$ cat src/design/assert_macros.svh
// Assertion helpers used by the scanner unit. Each one samples on the
// rising edge of clk and is switched off while arst_n is low.
`ifndef ASSERT_MACROS_SVH
`define ASSERT_MACROS_SVH

// The expression holds at every clock edge.
`define ASSERT_ALWAYS(label, expr, msg) \
	label: assert property (@(posedge clk) disable iff (!arst_n) (expr)) \
		else $error(msg);

// Whenever the antecedent holds, the consequent holds in the same cycle.
`define ASSERT_IMPLIES(label, ante, cons, msg) \
	label: assert property (@(posedge clk) disable iff (!arst_n) (ante) |-> (cons)) \
		else $error(msg);

`endif

$ cat src/design/flls_pkg.sv
package flls_pkg;

	localparam int MAX_LEN = 255;
	// The reported length is eight bits wide, so the bound never exceeds 255.
	localparam int LIMIT = (MAX_LEN < 255) ? MAX_LEN : 255;
	// Counters saturate one past the bound, which can be 256.
	localparam int CNT_W = 9;
	localparam int LEN_W = 8;

	localparam logic [7:0] CH_MINUS = 8'h2D;
	localparam logic [7:0] CH_PLUS  = 8'h2B;
	localparam logic [7:0] CH_DOT   = 8'h2E;
	localparam logic [7:0] CH_E_LO  = 8'h65;
	localparam logic [7:0] CH_E_UP  = 8'h45;

	typedef enum logic [17:0] {
		PH_START = 18'h00001,
		PH_SIGN  = 18'h00002,
		PH_INT   = 18'h00004,
		PH_DOT0  = 18'h00008,
		PH_FRAC  = 18'h00010,
		PH_EXP0  = 18'h00020,
		PH_EXPS  = 18'h00040,
		PH_EXPD  = 18'h00080,
		PH_DONE  = 18'h00100,
		PH_INF1  = 18'h00200,
		PH_INF2  = 18'h00400,
		PH_INF3  = 18'h00800,
		PH_INF4  = 18'h01000,
		PH_INF5  = 18'h02000,
		PH_INF6  = 18'h04000,
		PH_INF7  = 18'h08000,
		PH_NAN1  = 18'h10000,
		PH_NAN2  = 18'h20000
	} phase_t;

	typedef enum logic [1:0] {
		KIND_NONE   = 2'd0,
		KIND_FINITE = 2'd1,
		KIND_INF    = 2'd2,
		KIND_NAN    = 2'd3
	} kind_t;

	typedef struct packed {
		phase_t             phase;
		logic [CNT_W-1:0]   count;
		logic [CNT_W-1:0]   acc_len;
		kind_t              acc_kind;
		logic               ovf;
	} state_t;

	localparam state_t STATE_RESET = '{
		phase:    PH_START,
		count:    '0,
		acc_len:  '0,
		acc_kind: KIND_NONE,
		ovf:      1'b0
	};

	// Only ASCII capitals fold to lower case.
	function automatic logic [7:0] fold_case(input logic [7:0] c);
		logic [7:0] r;
		r = c;
		if (c >= 8'h41 && c <= 8'h5A) begin
			r = c + 8'd32;
		end
		return r;
	endfunction

endpackage

$ cat src/design/float_literal_length_scanner_unit.sv
// Float literal length scanner.
// The input channel (in_valid/in_ready) takes one character per item, with
// is_last set on the final character of a text. For every item with is_last
// set, the output channel (out_valid/out_ready) gives one item: the length of
// the longest leading decimal floating-point literal (0 if none), its kind and
// a flag that is set when the literal ran past the length bound.
// An item is captured into an input register; from there the scan state
// advances and, for a last character, the result register loads as soon as
// it is free. The scan state machine advances one character per cycle, so
// the block sustains one item per cycle except while a last character
// waits for the result register to free.
// Reset empties the input and result registers and puts the scanner at the
// start of a text. The scan state also returns there after each last item.
// While the receiver stalls, characters that are not last keep flowing; a
// last character waits in the input register until the result register frees,
// and input is then held off.
`include "assert_macros.svh"

module float_literal_length_scanner_unit #(
	parameter int MAX_LEN = flls_pkg::MAX_LEN
) (
	input  logic       clk,
	input  logic       arst_n,
	input  logic       in_valid,
	output logic       in_ready,
	input  logic [7:0] char_code,
	input  logic       is_last,
	output logic       out_valid,
	input  logic       out_ready,
	output logic [7:0] prefix_length,
	output logic [1:0] literal_kind,
	output logic       too_long
);

	// The reported length is eight bits wide, so the bound never exceeds 255.
	localparam int LIMIT = (MAX_LEN < 255) ? MAX_LEN : 255;

	logic                 valid_s1;
	logic [7:0]           char_s1;
	logic                 last_s1;
	flls_pkg::state_t     state_q;
	flls_pkg::state_t     state_nxt;
	logic                 out_valid_q;
	logic [7:0]           length_q;
	logic [1:0]           kind_q;
	logic                 too_long_q;
	logic                 out_free;
	logic                 s1_go;
	logic                 in_take;

	assign out_free = !out_valid_q || out_ready;
	assign s1_go    = valid_s1 && (!last_s1 || out_free);
	assign in_ready = !valid_s1 || s1_go;
	assign in_take  = in_valid && in_ready;

	always_ff @(posedge clk or negedge arst_n) begin
		if (!arst_n) begin
			valid_s1 <= 1'b0;
		end else if (in_ready) begin
			valid_s1 <= in_valid;
		end
	end

	always_ff @(posedge clk) begin
		if (in_take) begin
			char_s1 <= char_code;
			last_s1 <= is_last;
		end
	end

	flls_step #(
		.MAX_LEN (MAX_LEN)
	) u_step (
		.cur       (state_q),
		.char_code (char_s1),
		.nxt       (state_nxt)
	);

	always_ff @(posedge clk or negedge arst_n) begin
		if (!arst_n) begin
			state_q <= flls_pkg::STATE_RESET;
		end else if (s1_go) begin
			state_q <= last_s1 ? flls_pkg::STATE_RESET : state_nxt;
		end
	end

	always_ff @(posedge clk or negedge arst_n) begin
		if (!arst_n) begin
			out_valid_q <= 1'b0;
		end else if (s1_go && last_s1) begin
			out_valid_q <= 1'b1;
		end else if (out_ready) begin
			out_valid_q <= 1'b0;
		end
	end

	always_ff @(posedge clk) begin
		if (s1_go && last_s1) begin
			if (state_nxt.acc_len == '0) begin
				length_q   <= '0;
				kind_q     <= flls_pkg::KIND_NONE;
				too_long_q <= 1'b0;
			end else begin
				length_q   <= (state_nxt.acc_len > flls_pkg::CNT_W'(LIMIT)) ?
					flls_pkg::LEN_W'(LIMIT) : state_nxt.acc_len[flls_pkg::LEN_W-1:0];
				kind_q     <= state_nxt.acc_kind;
				too_long_q <= state_nxt.ovf;
			end
		end
	end

	assign out_valid     = out_valid_q;
	assign prefix_length = length_q;
	assign literal_kind  = kind_q;
	assign too_long      = too_long_q;

	`ASSERT_IMPLIES(a_none_zero, out_valid_q && kind_q == flls_pkg::KIND_NONE, length_q == '0, "invalid result with nonzero length")
	`ASSERT_IMPLIES(a_long_sat, out_valid_q && too_long_q, length_q == flls_pkg::LEN_W'(LIMIT), "overlong result not saturated")
	`ASSERT_ALWAYS(a_cnt_bound, state_q.count <= flls_pkg::CNT_W'(LIMIT + 1), "character count past saturation")
	`ASSERT_ALWAYS(a_acc_le_cnt, state_q.acc_len <= state_q.count, "accepted length exceeds count")

endmodule

$ cat src/design/flls_step.sv
module flls_step #(
	parameter int MAX_LEN = flls_pkg::MAX_LEN
) (
	input  flls_pkg::state_t   cur,
	input  logic [7:0]         char_code,
	output flls_pkg::state_t   nxt
);

	// The reported length is eight bits wide, so the bound never exceeds 255.
	localparam int LIMIT = (MAX_LEN < 255) ? MAX_LEN : 255;

	logic [7:0]                   low;
	logic                         dig;
	logic                         is_e;
	logic [flls_pkg::CNT_W-1:0]   cnt_inc;
	logic                         take;
	flls_pkg::kind_t              take_kind;
	flls_pkg::phase_t             ph_body;
	logic                         take_body;

	assign low  = flls_pkg::fold_case(char_code);
	assign is_e = (char_code == flls_pkg::CH_E_LO) || (char_code == flls_pkg::CH_E_UP);

	always_comb begin
		case (char_code) inside
			[8'h30:8'h39]: dig = 1'b1;
			default:       dig = 1'b0;
		endcase
	end

	// The count saturates one past the bound.
	assign cnt_inc = (cur.count <= flls_pkg::CNT_W'(LIMIT)) ?
		cur.count + flls_pkg::CNT_W'(1) : cur.count;

	// First character of the body, after an optional minus sign.
	always_comb begin
		take_body = 1'b0;
		if (low == "i") begin
			ph_body = flls_pkg::PH_INF1;
		end else if (low == "n") begin
			ph_body = flls_pkg::PH_NAN1;
		end else if (dig) begin
			ph_body   = flls_pkg::PH_INT;
			take_body = 1'b1;
		end else if (char_code == flls_pkg::CH_DOT) begin
			ph_body = flls_pkg::PH_DOT0;
		end else begin
			ph_body = flls_pkg::PH_DONE;
		end
	end

	always_comb begin
		take      = 1'b0;
		take_kind = flls_pkg::KIND_FINITE;
		nxt       = cur;
		nxt.phase = flls_pkg::PH_DONE;
		case (cur.phase)
			flls_pkg::PH_START: begin
				if (char_code == flls_pkg::CH_MINUS) begin
					nxt.phase = flls_pkg::PH_SIGN;
				end else begin
					nxt.phase = ph_body;
					take      = take_body;
				end
			end
			flls_pkg::PH_SIGN: begin
				nxt.phase = ph_body;
				take      = take_body;
			end
			flls_pkg::PH_INT: begin
				if (dig) begin
					nxt.phase = flls_pkg::PH_INT;
					take      = 1'b1;
				end else if (char_code == flls_pkg::CH_DOT) begin
					nxt.phase = flls_pkg::PH_FRAC;
					take      = 1'b1;
				end else if (is_e) begin
					nxt.phase = flls_pkg::PH_EXP0;
				end
			end
			flls_pkg::PH_DOT0: begin
				if (dig) begin
					nxt.phase = flls_pkg::PH_FRAC;
					take      = 1'b1;
				end
			end
			flls_pkg::PH_FRAC: begin
				if (dig) begin
					nxt.phase = flls_pkg::PH_FRAC;
					take      = 1'b1;
				end else if (is_e) begin
					nxt.phase = flls_pkg::PH_EXP0;
				end
			end
			flls_pkg::PH_EXP0: begin
				if (char_code == flls_pkg::CH_PLUS || char_code == flls_pkg::CH_MINUS) begin
					nxt.phase = flls_pkg::PH_EXPS;
				end else if (dig) begin
					nxt.phase = flls_pkg::PH_EXPD;
					take      = 1'b1;
				end
			end
			flls_pkg::PH_EXPS, flls_pkg::PH_EXPD: begin
				if (dig) begin
					nxt.phase = flls_pkg::PH_EXPD;
					take      = 1'b1;
				end
			end
			flls_pkg::PH_INF1: if (low == "n") nxt.phase = flls_pkg::PH_INF2;
			flls_pkg::PH_INF2: begin
				if (low == "f") begin
					nxt.phase = flls_pkg::PH_INF3;
					take      = 1'b1;
					take_kind = flls_pkg::KIND_INF;
				end
			end
			flls_pkg::PH_INF3: if (low == "i") nxt.phase = flls_pkg::PH_INF4;
			flls_pkg::PH_INF4: if (low == "n") nxt.phase = flls_pkg::PH_INF5;
			flls_pkg::PH_INF5: if (low == "i") nxt.phase = flls_pkg::PH_INF6;
			flls_pkg::PH_INF6: if (low == "t") nxt.phase = flls_pkg::PH_INF7;
			flls_pkg::PH_INF7: begin
				if (low == "y") begin
					take      = 1'b1;
					take_kind = flls_pkg::KIND_INF;
				end
			end
			flls_pkg::PH_NAN1: if (low == "a") nxt.phase = flls_pkg::PH_NAN2;
			flls_pkg::PH_NAN2: begin
				if (low == "n") begin
					take      = 1'b1;
					take_kind = flls_pkg::KIND_NAN;
				end
			end
			default: nxt.phase = flls_pkg::PH_DONE;
		endcase

		// Once the scan is over, nothing but is_last matters.
		if (cur.phase == flls_pkg::PH_DONE) begin
			nxt = cur;
		end else begin
			nxt.count = cnt_inc;
			if (take) begin
				nxt.acc_len  = cnt_inc;
				nxt.acc_kind = take_kind;
				nxt.ovf      = (cnt_inc > flls_pkg::CNT_W'(LIMIT));
			end
		end
	end

endmodule
$ cat config.mk
export PLATFORM = sky130hd
export DESIGN_NAME = float_literal_length_scanner_unit
export DESIGN_NICKNAME = d
export VERILOG_FILES = /design/src/design/flls_pkg.sv /design/src/design/float_literal_length_scanner_unit.sv /design/src/design/flls_step.sv
export VERILOG_INCLUDE_DIRS = /design/src /design/src/design
export SDC_FILE = /design/constraint.sdc
export NUM_CORES = 1
export LEC_CHECK = 0
export BUFFER_PORTS_ARGS = -buffer_cell sky130_fd_sc_hd__clkbuf_2
export CORE_MARGIN = 1
export CORE_UTILIZATION = 66
export DETAILED_ROUTE_END_ITERATION = 8
export PLACE_DENSITY = 0.84
export SLEW_MARGIN = 40
export SYNTH_ARGS = -nofsm -noshare
export SYNTH_HDL_FRONTEND = slang
export SYNTH_HIERARCHICAL = 1
export SYNTH_SLANG_ARGS = --single-unit
$ cat constraint.sdc
create_clock -name clk -period 4.9 [get_ports clk]
set_input_delay 0 -clock clk [delete_from_list [all_inputs] [get_ports clk]]
set_output_delay 0 -clock clk [all_outputs]
set_load 0.02 [all_outputs]
=== Word level (Yosys, flattened, before mapping) ===
Cells that the tools add are included.

* Register bits after elaboration: 61
* Bits in latches: 0
* Logic and storage cells: 114
* Memory bits (writable): 0
* Memory bits (read-only): 0
* Memories: 0
* Output and inout bits: 13
* Bits of input ports: 13

* Add/subtract/negate cells: 2
* Shift operators: 0
* $mul: 0
* Bitwise operators: 0
* Mux-type cells: 45
* Magnitude comparators: 7
* Reductions and logical operators: 18
* Eq/ne operators: 30
* Divide/modulo/power cells: 0

{| class="wikitable"
|+ Operator list
! cell !! number
|-
| one-hot mux 18 bit (14 select lines) || 1
|-
| two-way mux 18 bit || 9
|-
| == test 8 x 7 -> 1 bit (second input constant) || 8
|-
| two-way mux 9 bit || 6
|-
| two-way mux 39 bit || 1
|-
| == test 8 x 6 -> 1 bit (second input constant) || 3
|-
| two-way mux 12 bit || 2
|-
| two-way mux 21 bit || 1
|-
| == test 18 x 1 -> 1 bit (second input constant) || 1
|-
| == test 18 x 10 -> 1 bit (second input constant) || 1
|-
| == test 18 x 11 -> 1 bit (second input constant) || 1
|-
| == test 18 x 12 -> 1 bit (second input constant) || 1
|-
| == test 18 x 13 -> 1 bit (second input constant) || 1
|-
| == test 18 x 14 -> 1 bit (second input constant) || 1
|-
| == test 18 x 15 -> 1 bit (second input constant) || 1
|-
| == test 18 x 16 -> 1 bit (second input constant) || 1
|-
| == test 18 x 17 -> 1 bit (second input constant) || 1
|-
| == test 18 bit (second input constant) || 1
|-
| == test 18 x 2 -> 1 bit (second input constant) || 1
|-
| == test 18 x 3 -> 1 bit (second input constant) || 1
|-
| == test 18 x 4 -> 1 bit (second input constant) || 1
|-
| == test 18 x 5 -> 1 bit (second input constant) || 1
|-
| == test 18 x 6 -> 1 bit (second input constant) || 1
|-
| == test 18 x 7 -> 1 bit (second input constant) || 1
|-
| 29 further kinds || 55
|}

=== Longest topological paths before layout ===
* Depth after elaboration: 12
* Depth in mapped cells: 12
* Depth with buffers taken out: 11

=== Cells and area by module ===
Netlist, hierarchy kept.

{| class="wikitable"
|+ Modules (own cells, without submodules)
! module !! cells each !! area each (um^2) !! seq. area each (um^2) !! instances
|-
| float_literal_length_scanner_unit || 133 || 2193.4 || 1627.8 || 1
|-
| flls_step || 242 || 1624.1 || 0.0 || 1
|}

=== Least setup slack after synthesis ===
OpenSTA, ideal clock, no wires.

* Path kind: register -> register
* Start point: reg state_q[25] in the netlist's numbering
* End point: reg kind_q[0], in the netlist literal_kind[0], data pin
* Buffers on the path: 2
* Cell stages (with the launch flop): 12
* Arrival time: 2.982 ns
* Required time: 4.645 ns
* Setup slack: 1.663 ns
* Library setup time: 0.255 ns
* Period minus slack after synthesis: 3.237 ns
* Cells stage by stage: dfrtp_1 > or4_4 > buf_6 > nor4_4 > nand4_1 > a22oi_1 > o2bb2ai_2 > buf_12 > mux2_4 > or2_1 > nand3b_1 > and2_1

{| class="wikitable"
|+ RTL lines
! item !! RTL line !! source
|-
| start: declaration || float_literal_length_scanner_unit.sv:41 || <nowiki>flls_pkg::state_t state_q;</nowiki>
|-
| start signal: assignment || float_literal_length_scanner_unit.sv:81 || <nowiki>state_q <= flls_pkg::STATE_RESET;</nowiki>
|-
| start signal: assignment || float_literal_length_scanner_unit.sv:83 || <nowiki>state_q <= last_s1 ? flls_pkg::STATE_RESET : state_nxt;</nowiki>
|-
| end signal: assignment || float_literal_length_scanner_unit.sv:101 || <nowiki>kind_q <= flls_pkg::KIND_NONE;</nowiki>
|-
| end signal: assignment || float_literal_length_scanner_unit.sv:106 || <nowiki>kind_q <= state_nxt.acc_kind;</nowiki>
|-
| end: declaration || float_literal_length_scanner_unit.sv:45 || <nowiki>logic [1:0] kind_q;</nowiki>
|}

==> impl_metrics.env <==
export IMPL_path_clk_slew_ps=80
export IMPL_grt_overflow=0
export IMPL_boundaryPins=26
export IMPL_synth_flop_cell="dfrtp_1"
export IMPL_yosysSeqAreaShare=0.426
export IMPL_rsz0062_at_grt="no"
export IMPL_fmax_mhz=262
export IMPL_clkLatencyLatePin_ps=350
export IMPL_r2r_slack_ps=1090
export IMPL_syn_to_final_growth_pct=11.3
export IMPL_powerDensity_nw_per_um2=287
export IMPL_yosysUniqueCellTypes=68
export IMPL_yosysMostFrequentCell="dfrtp_1"
export IMPL_crit_chain="nor3_1, nand3_1, a2111oi_2, a211oi_1, o2bb2ai_4, mux2_2, nor4_1, nand3b_1, and2_1"
export IMPL_fin_crit_sh=0.778
export IMPL_clkPwrFrac=0.378
export IMPL_track_usage=0.342
export IMPL_antenna_found_initial=0
export IMPL_maxCapViolCount=0
export IMPL_portBuffers=25
export IMPL_start_util=0.689
export IMPL_drt_total_wl_mm=9.77
export IMPL_vdd_ir_drop_max_uv=239
export IMPL_dieArea_um2=6090
export IMPL_die_x_um=78.1
export IMPL_viasPerCell=6.88
export IMPL_syn_area_um2=3820
export IMPL_p_int_w=0.000855
export IMPL_synth_fp_nets=391
export IMPL_cts_root_buf="clkbuf_8"
export IMPL_synth_edf_count=20
export IMPL_fin_skew_ps=7.88
export IMPL_tns_ps=0
export IMPL_die_h_um=78.1
export IMPL_cts_tree="yes"
export IMPL_crit_type="register to register"
export IMPL_cp_arrival_ps=3910
export IMPL_p_leak_nw=1.80
export IMPL_place_gp_congestion=1.03
export IMPL_cts_max_level=3
export IMPL_yosys_top_cells_count="dfrtp_1, a22o_1, nor2_1, edfxtp_1"
export IMPL_synth_seq_cells=61
export IMPL_dr_pass1_iters=5
export IMPL_grt_max_degree=42
export IMPL_hold_viol_final=0
export IMPL_ant_nets=0
export IMPL_period_needed_ps=3810
export IMPL_slew_violations=0
export IMPL_antenna_cells=0
export IMPL_seqPwrFrac=0.475
export IMPL_min_path_type="input pin to asynchronous set/reset pin"
export IMPL_fin_nets=422
export IMPL_cts_resized_gates=0
export IMPL_crit_path_start="state_q[31]$_DFFE_PN0P_"
export IMPL_grt_pass1_wl_mm=15.7
export IMPL_clock_path_buffers=2
export IMPL_synth_async_reset_ratio=0.672
export IMPL_synth_avg_cell_area_um2=10.2
export IMPL_r2r_start="state_q[31]$_DFFE_PN0P_"
export IMPL_yosysWarnings=6
export IMPL_synth_top_area_frac=0.262
export IMPL_tightestPinTransition_ps=781
export IMPL_crit_path_end_kind="register"
export IMPL_cts_buffers=9
export IMPL_rr_worst_depth=9
export IMPL_core_um2=5540
export IMPL_grt_pass1_vias=3060
export IMPL_finish_utilization=0.767
export IMPL_vias=3321
export IMPL_r2r_end="literal_kind[0]$_SDFFCE_PN0P_"
export IMPL_finalSetupViolations=0
export IMPL_cp_required_ps=5000
export IMPL_sw_frac_of_total=0.298
export IMPL_switchingPower_w=0.000364
export IMPL_synth_area_leader_cell="dfrtp_1"
export IMPL_start_kind="register"
export IMPL_max_stage_delay_ps=640
export IMPL_slew_headroom=0.478
export IMPL_synth_area_leaders="dfrtp_1, edfxtp_1, a22o_1"
export IMPL_drt_iter0_drc=466
export IMPL_status="finished, final reports clean"
export IMPL_drc_errors=0
export IMPL_wire_per_inst_um=20.2
export IMPL_cpMaxStageDelayCell="nor3_1"
export IMPL_crit_path_max_fanout=12
export IMPL_drive_gt1_frac=0.187
export IMPL_cts_sinks=61
export IMPL_dpl_hpwl_mm=6.30
export IMPL_pwr_share_comb=0.147
export IMPL_netlist_instances=375
export IMPL_rows=27
layout by cell type, fill, tap and decap left out, drive strengths merged, types with 12 or more instances in the layout:
| cell | n |
|---|---|
| clkbuf | 34 |
| dfrtp | 40 |
| nor2 | 33 |
| dlygate4sd3 | 12 |
| nand4 | 13 |
| nand3 | 16 |
| nand2 | 17 |
| mux2 | 12 |
| a22o | 38 |
| edfxtp | 20 |
final cells by class:
cell class	instances	area, um^2
inverters	5	18.8
fillers	383	1290
flip-flops and latches	61	1630
clock inverters	7	75.1
clock buffers	9	124
repair buffers	39	260
multi-input cells	290	2050
well taps	72	90.1
stage by stage:
stage	std cells	hold slack [ps]	instance area [um^2]	total power [W]	worst slack, ps
finish	483	249	4250	0.00122	1090
global route	483	299	4250	0.00126	866
CTS	483	265	4230	0.00121	966
detailed placement	455	95.5	3910	0.000749	995
global placement	455	88.2	3910	0.000747	1170
floorplan	375	-296	3820	0.000706	1660
critical path, delay by kind of cell, from the launching register on:
| kind | cells | cell delay, ps |
|---|---|---|
| flops | 1 | 490 |
| mux | 1 | 420 |
| simple gates | 5 | 1500 |
| compound gates | 3 | 1140 |
registers in the layout (all words and copies together), names as in the netlist:
| signal | cells |
|---|---|
| too_long | 1 |
| char_s1 | 8 |
| valid_s1 | 1 |
| literal_kind | 2 |
| out_valid | 1 |
| last_s1 | 1 |
| state_q | 39 |
| prefix_length | 8 |
routing by layer:
metal	routed length, um	GRT usage
met5	0	0
met4	207	0.102
met3	704	0.0733
met2	4640	0.547
met1	4220	0.470
timing repair:
item	in CTS	in global routing
hold buffers	12	0
hold endpoints to repair	51	0
buffers inserted	0	0
worst max path at each step:
stage	end	slack, ps	cells after the start
after floorplan	literal_kind[0]$_SDFFCE_PN0P_	1660	11
after global placement	literal_kind[0]$_SDFFCE_PN0P_	1170	9
after detailed placement	literal_kind[0]$_SDFFCE_PN0P_	1000	9
after CTS	literal_kind[0]$_SDFFCE_PN0P_	970	9
after global routing	literal_kind[0]$_SDFFCE_PN0P_	870	9
final	literal_kind[0]$_SDFFCE_PN0P_	1090	9
cells by family (layout without fill, tap and decap cells):
logic type	Yosys count	in the layout	synth area share
flops	61	61	0.426
xor+xnor	15	15	0.0344
simple gates	169	169	0.261
buf+inv	24	60	0.0406
compound gates	90	90	0.183
fa+ha+maj	3	3	0.00983
other cells	1	1	0.000982
mux	12	12	0.0433
power groups by stage:
stage / clock network, W / registers, W / logic [W]
3_3_place_gp: 0 / 0.000585 / 0.000162
6_report: 0.000460 / 0.000579 / 0.000180
4_1_cts: 0.000458 / 0.000577 / 0.000173
2_1_floorplan: 0 / 0.000579 / 0.000127
3_5_place_dp: 0 / 0.000587 / 0.000163
5_1_grt: 0.000480 / 0.000582 / 0.000193
(Power assumes the default switching activity.)
